File: src/hdl/fbcte_pkg.sv
// Types and constants of the block cache tag engine.
package fbcte_pkg;

   localparam int OP_W       = 2;
   localparam int BLK_W      = 16;
   localparam int STATUS_W   = 3;
   localparam int SLOT_OUT_W = 4;
   localparam int CNT_W      = 32;
   localparam int CSR_IDX_W  = 2;

   localparam logic [CSR_IDX_W-1:0] CSR_CACHE_ENABLE      = 2'd0;
   localparam logic [CSR_IDX_W-1:0] CSR_FIRST_VALID_BLOCK = 2'd1;
   localparam logic [CSR_IDX_W-1:0] CSR_BLOCK_LIMIT       = 2'd2;

   localparam logic [BLK_W-1:0] FIRST_VALID_RESET = 16'd8;
   localparam logic [BLK_W-1:0] BLOCK_LIMIT_RESET = 16'hFFFF;

   typedef enum logic [OP_W-1:0] {
      OP_READ  = 2'd0,
      OP_WRITE = 2'd1,
      OP_CLEAR = 2'd2
   } op_type;

   typedef enum logic [STATUS_W-1:0] {
      STAT_HIT          = 3'd0,
      STAT_FILLED       = 3'd1,
      STAT_NOT_CACHED   = 3'd2,
      STAT_OUT_OF_RANGE = 3'd3,
      STAT_CLEARED      = 3'd4
   } status_type;

   typedef enum logic [1:0] {
      S_IDLE    = 2'd0,
      S_SCAN    = 2'd1,
      S_RESOLVE = 2'd2
   } state_type;

endpackage

File: src/hdl/fbcte_ram.sv
// Generic single-write, single-read RAM with registered read data.
module fbcte_ram #(
   parameter int WIDTH = 16,
   parameter int DEPTH = 16
) (
   input  logic                                     clock,
   input  logic                                     wr_en,
   input  logic [((DEPTH > 1) ? $clog2(DEPTH) : 1)-1:0] wr_addr,
   input  logic [WIDTH-1:0]                         wr_data,
   input  logic [((DEPTH > 1) ? $clog2(DEPTH) : 1)-1:0] rd_addr,
   output logic [WIDTH-1:0]                         rd_data
);

   logic [WIDTH-1:0] mem_ff [DEPTH];
   logic [WIDTH-1:0] rd_data_ff;

   always_ff @(posedge clock) begin
      if (wr_en) begin
         mem_ff[wr_addr] <= wr_data;
      end
      rd_data_ff <= mem_ff[rd_addr];
   end

   assign rd_data = rd_data_ff;

endmodule

File: src/hdl/fifo_block_cache_tag_engine.sv
// Tag search and FIFO replacement engine of a fully associative block cache.
// With caching on, a read or an in-range write compares one slot per cycle until a hit or the
// last slot; a hit ends the scan early. Other requests go straight to resolution without a scan.
// A stalled result holds back the next one; one request is in flight at a time.
// Reset clears sequencer, valid bits, FIFO head and counters and loads register defaults.
module fifo_block_cache_tag_engine #(
   parameter int ENTRIES    = 16,
   parameter int BLOCK_BITS = 16
) (
   input  logic                               clock,
   input  logic                               reset,
   input  logic                               req_valid,
   output logic                               req_stall,
   input  logic [fbcte_pkg::OP_W-1:0]         req_operation,
   input  logic [fbcte_pkg::BLK_W-1:0]        req_block_number,
   output logic                               rsp_valid,
   input  logic                               rsp_stall,
   output logic [fbcte_pkg::STATUS_W-1:0]     rsp_status,
   output logic [fbcte_pkg::SLOT_OUT_W-1:0]   rsp_slot,
   output logic [fbcte_pkg::CNT_W-1:0]        rsp_hit_total,
   output logic [fbcte_pkg::CNT_W-1:0]        rsp_miss_total,
   input  logic                               csr_wr_en,
   input  logic [fbcte_pkg::CSR_IDX_W-1:0]    csr_index,
   input  logic [fbcte_pkg::BLK_W-1:0]        csr_wdata
);

   import fbcte_pkg::*;

   localparam int SLOT_W = (ENTRIES > 1) ? $clog2(ENTRIES) : 1;
   localparam logic [SLOT_W-1:0] LAST_SLOT = SLOT_W'(ENTRIES - 1);
   localparam logic [BLK_W-1:0] BLK_MASK =
      (BLOCK_BITS >= BLK_W) ? {BLK_W{1'b1}} : BLK_W'((64'd1 << BLOCK_BITS) - 64'd1);

   state_type              state_ff, state_in;
   logic [OP_W-1:0]        op_ff, op_in;
   logic [BLK_W-1:0]       blk_ff, blk_in;
   logic                   in_range_ff, in_range_in;
   logic                   found_ff, found_in;
   logic [SLOT_W-1:0]      found_slot_ff, found_slot_in;
   logic [SLOT_W-1:0]      cmp_idx_ff, cmp_idx_in;
   logic [SLOT_W-1:0]      head_ff, head_in;
   logic [ENTRIES-1:0]     valid_ff, valid_in;
   logic [CNT_W-1:0]       hit_ff, hit_in;
   logic [CNT_W-1:0]       miss_ff, miss_in;
   logic                   enable_ff, enable_in;
   logic [BLK_W-1:0]       first_ff, first_in;
   logic [BLK_W-1:0]       limit_ff, limit_in;
   logic                   rsp_valid_ff, rsp_valid_in;
   status_type             rsp_status_ff, rsp_status_in;
   logic [SLOT_W-1:0]      rsp_slot_ff, rsp_slot_in;

   logic                   req_take;
   logic                   out_free;
   logic                   resolve_go;
   logic                   need_scan;
   logic                   tag_match;
   logic [BLK_W-1:0]       req_blk;
   logic [BLOCK_BITS-1:0]  tag;
   logic [BLOCK_BITS-1:0]  rd_data;
   logic [SLOT_W-1:0]      rd_addr;
   logic                   fill;
   logic                   clear;
   logic                   bump_hit;
   logic                   bump_miss;
   status_type             status;
   logic [SLOT_W-1:0]      slot;

   fbcte_ram #(
      .WIDTH (BLOCK_BITS),
      .DEPTH (ENTRIES)
   ) u_tag_ram (
      .clock   (clock),
      .wr_en   (fill),
      .wr_addr (head_ff),
      .wr_data (tag),
      .rd_addr (rd_addr),
      .rd_data (rd_data)
   );

   assign req_blk   = req_block_number & BLK_MASK;
   assign tag       = BLOCK_BITS'(blk_ff);
   assign out_free  = !rsp_valid_ff || !rsp_stall;
   assign tag_match = valid_ff[cmp_idx_ff] && (rd_data == tag);
   assign need_scan = enable_ff &&
                      ((req_operation == OP_READ) ||
                       ((req_operation == OP_WRITE) && in_range_in));

   // Sequencer outputs.
   always_comb begin
      req_stall  = (state_ff != S_IDLE);
      req_take   = (state_ff == S_IDLE) && req_valid;
      resolve_go = (state_ff == S_RESOLVE) && out_free;
      // The RAM is always one slot ahead of the compare, so slot 0 is read while idle.
      if ((state_ff == S_SCAN) && (cmp_idx_ff != LAST_SLOT)) begin
         rd_addr = cmp_idx_ff + 1'b1;
      end else begin
         rd_addr = '0;
      end
   end

   // Sequencer next state.
   always_comb begin
      state_in = state_ff;
      case (state_ff)
         S_IDLE: begin
            if (req_valid) begin
               state_in = need_scan ? S_SCAN : S_RESOLVE;
            end
         end
         S_SCAN: begin
            if (tag_match || (cmp_idx_ff == LAST_SLOT)) begin
               state_in = S_RESOLVE;
            end
         end
         S_RESOLVE: begin
            if (out_free) begin
               state_in = S_IDLE;
            end
         end
         default: state_in = S_IDLE;
      endcase
   end

   // Request capture and tag scan.
   always_comb begin
      in_range_in   = (req_blk >= first_ff) && (req_blk < limit_ff);
      op_in         = op_ff;
      blk_in        = blk_ff;
      found_in      = found_ff;
      found_slot_in = found_slot_ff;
      cmp_idx_in    = cmp_idx_ff;
      if (req_take) begin
         op_in         = req_operation;
         blk_in        = req_blk;
         found_in      = 1'b0;
         found_slot_in = '0;
         cmp_idx_in    = '0;
      end else if (state_ff == S_SCAN) begin
         if (tag_match) begin
            found_in      = 1'b1;
            found_slot_in = cmp_idx_ff;
         end else if (cmp_idx_ff != LAST_SLOT) begin
            cmp_idx_in = cmp_idx_ff + 1'b1;
         end
      end
   end

   // Outcome of the request once the scan is over.
   always_comb begin
      status    = STAT_OUT_OF_RANGE;
      slot      = '0;
      fill      = 1'b0;
      clear     = 1'b0;
      bump_hit  = 1'b0;
      bump_miss = 1'b0;
      case (op_ff)
         OP_READ: begin
            if (found_ff) begin
               status   = STAT_HIT;
               slot     = found_slot_ff;
               bump_hit = 1'b1;
            end else begin
               bump_miss = 1'b1;
               if (!in_range_ff) begin
                  status = STAT_OUT_OF_RANGE;
               end else if (enable_ff) begin
                  status = STAT_FILLED;
                  slot   = head_ff;
                  fill   = 1'b1;
               end else begin
                  status = STAT_NOT_CACHED;
               end
            end
         end
         OP_WRITE: begin
            if (!in_range_ff) begin
               status = STAT_OUT_OF_RANGE;
            end else if (!enable_ff) begin
               status = STAT_NOT_CACHED;
            end else if (found_ff) begin
               status = STAT_HIT;
               slot   = found_slot_ff;
            end else begin
               status = STAT_FILLED;
               slot   = head_ff;
               fill   = 1'b1;
            end
         end
         OP_CLEAR: begin
            status = STAT_CLEARED;
            clear  = 1'b1;
         end
         default: status = STAT_OUT_OF_RANGE;
      endcase
      if (!resolve_go) begin
         fill      = 1'b0;
         clear     = 1'b0;
         bump_hit  = 1'b0;
         bump_miss = 1'b0;
      end
   end

   // Cache state, counters and the result register.
   always_comb begin
      valid_in = valid_ff;
      head_in  = head_ff;
      hit_in   = hit_ff;
      miss_in  = miss_ff;
      if (clear) begin
         valid_in = '0;
         hit_in   = '0;
         miss_in  = '0;
      end
      if (fill) begin
         valid_in[head_ff] = 1'b1;
         head_in = (head_ff == LAST_SLOT) ? '0 : head_ff + 1'b1;
      end
      if (bump_hit && (hit_ff != {CNT_W{1'b1}})) begin
         hit_in = hit_ff + 1'b1;
      end
      if (bump_miss && (miss_ff != {CNT_W{1'b1}})) begin
         miss_in = miss_ff + 1'b1;
      end

      rsp_valid_in  = rsp_valid_ff && rsp_stall;
      rsp_status_in = rsp_status_ff;
      rsp_slot_in   = rsp_slot_ff;
      if (resolve_go) begin
         rsp_valid_in  = 1'b1;
         rsp_status_in = status;
         rsp_slot_in   = slot;
      end
   end

   // Configuration registers.
   always_comb begin
      enable_in = enable_ff;
      first_in  = first_ff;
      limit_in  = limit_ff;
      if (csr_wr_en) begin
         case (csr_index)
            CSR_CACHE_ENABLE:      enable_in = csr_wdata[0];
            CSR_FIRST_VALID_BLOCK: first_in  = csr_wdata;
            CSR_BLOCK_LIMIT:       limit_in  = csr_wdata;
            default: ;
         endcase
      end
   end

   always_ff @(posedge clock) begin
      if (reset) begin
         state_ff     <= S_IDLE;
         head_ff      <= '0;
         valid_ff     <= '0;
         hit_ff       <= '0;
         miss_ff      <= '0;
         enable_ff    <= 1'b0;
         first_ff     <= FIRST_VALID_RESET;
         limit_ff     <= BLOCK_LIMIT_RESET;
         rsp_valid_ff <= 1'b0;
      end else begin
         state_ff     <= state_in;
         head_ff      <= head_in;
         valid_ff     <= valid_in;
         hit_ff       <= hit_in;
         miss_ff      <= miss_in;
         enable_ff    <= enable_in;
         first_ff     <= first_in;
         limit_ff     <= limit_in;
         rsp_valid_ff <= rsp_valid_in;
      end
   end

   always_ff @(posedge clock) begin
      op_ff         <= op_in;
      blk_ff        <= blk_in;
      found_ff      <= found_in;
      found_slot_ff <= found_slot_in;
      cmp_idx_ff    <= cmp_idx_in;
      rsp_status_ff <= rsp_status_in;
      rsp_slot_ff   <= rsp_slot_in;
      if (req_take) begin
         in_range_ff <= in_range_in;
      end
   end

   assign rsp_valid      = rsp_valid_ff;
   assign rsp_status     = rsp_status_ff;
   assign rsp_slot       = SLOT_OUT_W'(rsp_slot_ff);
   assign rsp_hit_total  = hit_ff;
   assign rsp_miss_total = miss_ff;

endmodule

File: config.mk
export PLATFORM = sky130hd
export DESIGN_NAME = fifo_block_cache_tag_engine
export DESIGN_NICKNAME = d
export VERILOG_FILES = /design/src/hdl/fbcte_pkg.sv /design/src/hdl/fbcte_ram.sv /design/src/hdl/fifo_block_cache_tag_engine.sv
export SDC_FILE = /design/constraint.sdc
export NUM_CORES = 1
export LEC_CHECK = 0
export BUFFER_PORTS_ARGS = -buffer_cell sky130_fd_sc_hd__buf_2
export CAP_MARGIN = 0
export CORE_ASPECT_RATIO = 1.2
export CORE_MARGIN = 2
export CORE_UTILIZATION = 35
export CTS_CLUSTER_DIAMETER = 150
export DETAILED_ROUTE_END_ITERATION = 7
export SYNTH_ARGS = -nofsm -noshare
export SYNTH_HDL_FRONTEND = slang
export SYNTH_SLANG_ARGS = --single-unit
File: constraint.sdc
create_clock -name clock -period 8 [get_ports clock]
set_input_delay 1.6 -clock clock [delete_from_list [all_inputs] [get_ports clock]]
set_output_delay 1.6 -clock clock [all_outputs]
set_load 0.02 [all_outputs]
==> flow_summary_export.csv, run 1 <==
group,metric,value,unit
placement,place_inst,2064,
placement,placedInstanceArea,19300,um2
synth,synth_most_common_cell,"edfxtp_1",
critical_path,critPathSlowestCell,"buf_2",
finish,synthToLayoutAreaGrowth,15.5,%
run,max_cap_viol_count,0,
route,ant_nets,0,
sta,final_hold_viol_count,0,
synth,avgSynthCellArea,13.5,um2
clock_tree,cts_resized,0,
global_routing,grt_pass1_vias,11241,
route,routedWlPerCell,19.4,um
route,post-route-drc-count,0,
clock_tree,numCtsBuffers,44,
clock_tree,cts_tree,"built",
route,drt_iter0_drc,571,
critical_path,startpoint_type,"input port",
synth,synth_area_leader_cell,"edfxtp_1",
floorplan,die_y,252,um
global_routing,overflow,0,
critical_path,cp_max_fo,50,
critical_path,crit_chain,"buf_2, inv_1, nand2b_1, a21oi_2, buf_4, and3_1, a221o_1",
global_routing,grt_max_degree,55,
critical_path,critPathRequiredTime,8.45,ns
synth,syn_area,18000,um2
placement,dpl.hpwl,26.7,mm
synth,synth_async_sr_flop_share,0,%
clock_tree,clkLatencyLatePin,0.57,ns
synth,ys_seq_area_share,63.3,%
floorplan,design.die.area,53200,um2
synth,synth_enable_flop_cells,282,
floorplan,coreArea,51100,um2
critical_path,cp_data_arrival_time,4.37,ns
synth,netlist_instances,1335,
route,num_vias,11350,
floorplan,ios,114,
synth,synth_fp_nets,1414,
global_routing,antenna_found_initial,2,
clock_tree,clk_pin_slew,0.06,ns
sta,finalCriticalPeriod,3.93,ns
sta,tightest_slew,1.11,ns
critical_path,worstSetupPathType,"input port to flop",
outcome,status,"completed",
power,vdd_ir_drop_max,0.000157,V
critical_path,endpoint_kind,"flop",
sta,slew_viol_final,0,
floorplan,die_w,211,um
finish,design_area,20800,um2
power,power_density,225,nW/um2
power,fin_total_pwr,0.00466,W
min_path,worstHoldPathType,"flop to flop",
clock_tree,clockBufferDepth,3,
clock_tree,root_buffer,"clkbuf_16",
clock_tree,hold_buffers,0,
placement,portBuffers,113,
finish,postLayoutCoreUtil,40.6,%
sta,max_freq,255,MHz
sta,setup_tns,0,ns
synth,yosysWarnings,0,
synth,ys.flop_type,"edfxtp_1",
global_routing,grt.total_usage,15.7,%
synth,synth.distinct_cells,71,
synth,ys_ff_latch,427,
route,wl,41.7,mm
sta,setup_viol,0,
clock_tree,htreeDepth,2,
clock_tree,cts_setup_buffers,0,
power,p_leak,7.25,nW
finish,drive_gt1_share,20.0,%
finish,final_cells,2145,
critical_path,crit_path_max_incr_delay,0.77,ns
sta,finClkSkew,0.0282,ns
floorplan,initial_utilization,35.2,%
finish,nets,1538,
placement,gp_congestion,0.812,
sta,post-route-period-util,49.1,%
route,drt-pass1-iter-count,6,
route,viasPerCell,5.29,
synth,synth_common_cells,"edfxtp_1 (282), dfxtp_1 (145), nand2_1 (133), a21oi_1 (74), nor2_1 (69)",
sta,rsz0062_at_grt,"no",
clock_tree,cts.sinks,427,
sta,slew_headroom,26.2,%
global_routing,grt_pass1_wl,64.6,mm
synth,synth.area.top_cells,"edfxtp_1 (47%), dfxtp_1 (16%), mux4_2 (7.9%)",
synth,synth_top_area_share,47.1,%
floorplan,rows,91,
cell families after synthesis:
group	after synthesis	share of synthesized area, %
buffers and inverters	102	2.67
AND/OR/NAND/NOR	384	11.1
XOR/XNOR	29	1.41
multiplexers	99	9.90
AO/OA/AOI/OAI	256	9.01
adder cells (fa/ha/maj)	38	2.64
flip-flops	427	63.3
routing by layer:
layer	wire [um]	GRT usage, %
met1	17700	19.7
met2	21300	27.9
met3	1810	2.65
met4	795	3.94
met5	13	0
through the flow:
stage / setup slack [ns] / hold WS (ns)
final: 4.07 / 0.453
after global routing: 3.85 / 0.468
after CTS: 4.10 / 0.454
after detailed placement: 3.52 / 0.447
after global placement: 3.61 / 0.443
after floorplan: 3.79 / 0.436
cell usage in the layout (no fill, tap or decap), types with 42 or more instances in the layout:
cell,n
a21oi_1,74
buf_2,113
clkbuf_16,45
dfxtp_1,144
edfxtp_1,282
inv_1,44
mux4_2,63
nand2_1,133
nand3_1,42
nor2_1,66
o21ai_0,42
registers in the layout, summed over array words and instances (netlist names), 2 cells and up:
name and count:
u_tag_ram.rd_data 16, op_ff 2, first_ff 16, rsp_status 3, limit_ff 16, rsp_miss_total 32, u_tag_ram.mem_ff 256, blk_ff 16
found_slot_ff 4, rsp_hit_total 32, cmp_idx_ff 4, state_ff 2, valid_ff 16, head_ff 4, rsp_slot 4
worst max-delay path, delay by kind of cell:
kind | cells | cell delay, ns
compound gates | 2 | 0.31
buf+inv | 3 | 1.76
simple gates | 2 | 0.68
where the power goes:
| group | total [W] | switching, W | internal, W | leakage [nW] |
|---|---|---|---|---|
| Combinational | 0.000133 | 0.0000878 | 0.0000453 | 2.79 |
| Sequential | 0.00241 | 0.0000317 | 0.00237 | 3.73 |
| Clock | 0.00212 | 0.000858 | 0.00127 | 0.738 |
| Total | 0.00466 | 0.000977 | 0.00369 | 7.25 |
worst paths after layout:
path	startpoint	to	slack, ns	depth (start not counted)
setup / recovery	reset	rsp_miss_total[19]	4.07	7
hold / removal	first_ff[7]	first_ff[7]	0.45	2
setup reg to reg	cmp_idx_ff[1]	u_tag_ram.rd_data[10]	4.47	7
hold reg to reg	first_ff[7]	first_ff[7]	0.45	2
layout make-up:
type	instances	area [um2]
sequential	427	11400
antenna	1	2.50
tap	651	815
fill	4679	30400
clock inverter	27	343
multi-input combinational	806	6160
clock buffer	53	1160
inverter	44	165
timing repair buffer	136	738
Power figures use the tool's default switching activity.
==> run 2, diff against run 1 <==
- clock period: 8 -> 3.48 ns (I/O delays scaled with it)
==> flow_summary_export.csv, run 2 (synthesis gave the netlist of run 1 again) <==
group,metric,value,unit
clock_tree,clkLatencyLatePin,0.57,ns
sta,finalCriticalPeriod,2.72,ns
critical_path,crit_start,"cmp_idx_ff[2]",
critical_path,startpoint_type,"flop",
route,post-route-drc-count,0,
clock_tree,numCtsBuffers,44,
global_routing,grt.total_usage,16.4,%
finish,drive_gt1_share,21.1,%
route,met1_length,17.9,mm
clock_tree,htreeDepth,2,
min_path,worstHoldPathType,"input port to flop",
placement,placedInstanceArea,19500,um2
critical_path,endpoint_kind,"flop",
floorplan,design.die.area,53200,um2
clock_tree,hold_buffers,0,
route,wl_met3,2.00,mm
power,power_density,506,nW/um2
floorplan,ios,114,
sta,setup_viol,0,
sta,tightest_slew,1.15,ns
route,routedWlPerCell,19.8,um
sta,max_freq,367,MHz
sta,finClkSkew,0.0150,ns
floorplan,rows,91,
finish,mostFrequentLayoutCell,"edfxtp_1",
finish,largest_register_ffs,256,
sta,post-route-period-util,78.3,%
route,viasPerCell,5.33,
min_path,min_path_cells,1,
run,max_cap_viol_count,0,
global_routing,antenna_found_initial,4,
sta,rsz0062_at_grt,"no",
power,p_sw,0.00224,W
power,p_leak,7.34,nW
sta,setup_tns,0,ns
sta,fin_hold_ws,0.313,ns
floorplan,initial_utilization,35.2,%
route,wl,42.9,mm
floorplan,die_y,252,um
finish,final_cell_mix,"edfxtp_1 (282), dfxtp_1 (144), nand2_1 (133), buf_2 (113), a21oi_1 (74)",
route,ant_nets,0,
clock_tree,clockBufferDepth,3,
min_path,hp-start,"req_operation[0]",
power,comb_power_share,3.2,%
finish,design_area,20900,um2
route,drt-pass1-iter-count,7,
placement,gp_congestion,0.800,
clock_tree,cts_setup_buffers,0,
finish,final_cells,2170,
power,internal-power,0.00834,W
clock_tree,clk_pin_slew,0.06,ns
sta,slew_viol_final,0,
floorplan,coreArea,51100,um2
power,p_seq_share,52.1,%
finish,regMostFlops,"u_tag_ram.mem_ff",
placement,place_inst,2088,
critical_path,worstSetupPathType,"flop to flop",
global_routing,overflow,0,
sta,slew_headroom,23.3,%
finish,synthToLayoutAreaGrowth,16.3,%
critical_path,crit_chain,"xor2_1, and2_4, buf_12, mux4_2, a22oi_1, o21ai_0",
placement,dpl.hpwl,28.3,mm
route,num_vias,11565,
critical_path,r2r-start,"cmp_idx_ff[2]",
route,drt_iter0_drc,753,
power,vdd_ir_drop_max,0.000373,V
route,top_layer,"met5",
critical_path,crit_path_max_incr_delay,0.62,ns
clock_tree,cts_tree,"built",
outcome,status,"completed",
critical_path,cp_max_fo,31,
critical_path,critPathRequiredTime,3.92,ns
sta,final_hold_viol_count,0,
power,switching_share,21.2,%
finish,nets,1562,
global_routing,grt_pass1_vias,11731,
global_routing,grt_max_degree,48,
clock_tree,cts_resized,0,
clock_tree,cts.sinks,427,
placement,portBuffers,113,
critical_path,critPathSlowestCell,"dfxtp_1",
clock_tree,root_buffer,"clkbuf_16",
critical_path,reg2reg_depth,6,
power,p_clk_share,44.7,%
route,dr_wl_met2,21.8,mm
floorplan,die_w,211,um
critical_path,cp_data_arrival_time,3.16,ns
global_routing,grt_pass1_wl,67.2,mm
==> run 2: cell count changes in the layout (fill, tap and decap cells not counted), sizes merged <==
cell      before  now
inv           47   45
bufinv         7    4
clkbuf        53   60
clkinvlp       0    1
clkinv        17   15
buf          136  160
==> run 2: power by group through the flow <==
stage               Combinational (W)  Clock, W  Sequential, W
floorplan                    0.000184         0        0.00562
global placement             0.000333         0        0.00562
detailed placement           0.000342         0        0.00562
CTS                          0.000344   0.00483        0.00551
global route                 0.000380   0.00503        0.00552
finish                       0.000340   0.00473        0.00551
==> run 2: worst max-delay path: cells and delay by family (launching register included) <==
family                    cells  cell delay (ns)
buffers and inverters         1             0.26
xor gates and xnor gates      1             0.24
muxes                         1             0.51
AOI/OAI and AO/OA             2             0.41
DFF                           1             0.62
and+or+nand+nor               1             0.54
==> run 2: routing by layer <==
metal	track usage, %	vias to the layer above
met5	0	-
met2	28.9	271
met3	3.23	76
met1	20.0	5797
met4	5.51	6
li1	-	5415
==> run 2: path summary, 6_finish.rpt <==
kind	end	slack, ns
worst max-delay path	u_tag_ram.rd_data[8]	0.76
worst min-delay path	op_ff[0]	0.31
worst max register to register	u_tag_ram.rd_data[8]	0.76
worst min register to register	first_ff[14]	0.46
==> run 2: area by class of cell <==
type	count	area, um2
fill	4701	30200
multi-input combinational	806	6160
antenna	1	2.50
clock buffer	60	1220
tap	651	815
clock inverter	21	218
timing repair buffer	160	943
inverter	44	165
sequential	427	11400
==> run 2: metrics by stage <==
stage               setup slack (ns)  util [%]  power [W]
finish                         0.756      40.9     0.0106
global route                   0.499      40.9     0.0109
CTS                            0.683      40.9     0.0107
detailed placement             0.651      38.1    0.00596
global placement               0.710      38.1    0.00595
floorplan                      0.174         -    0.00580
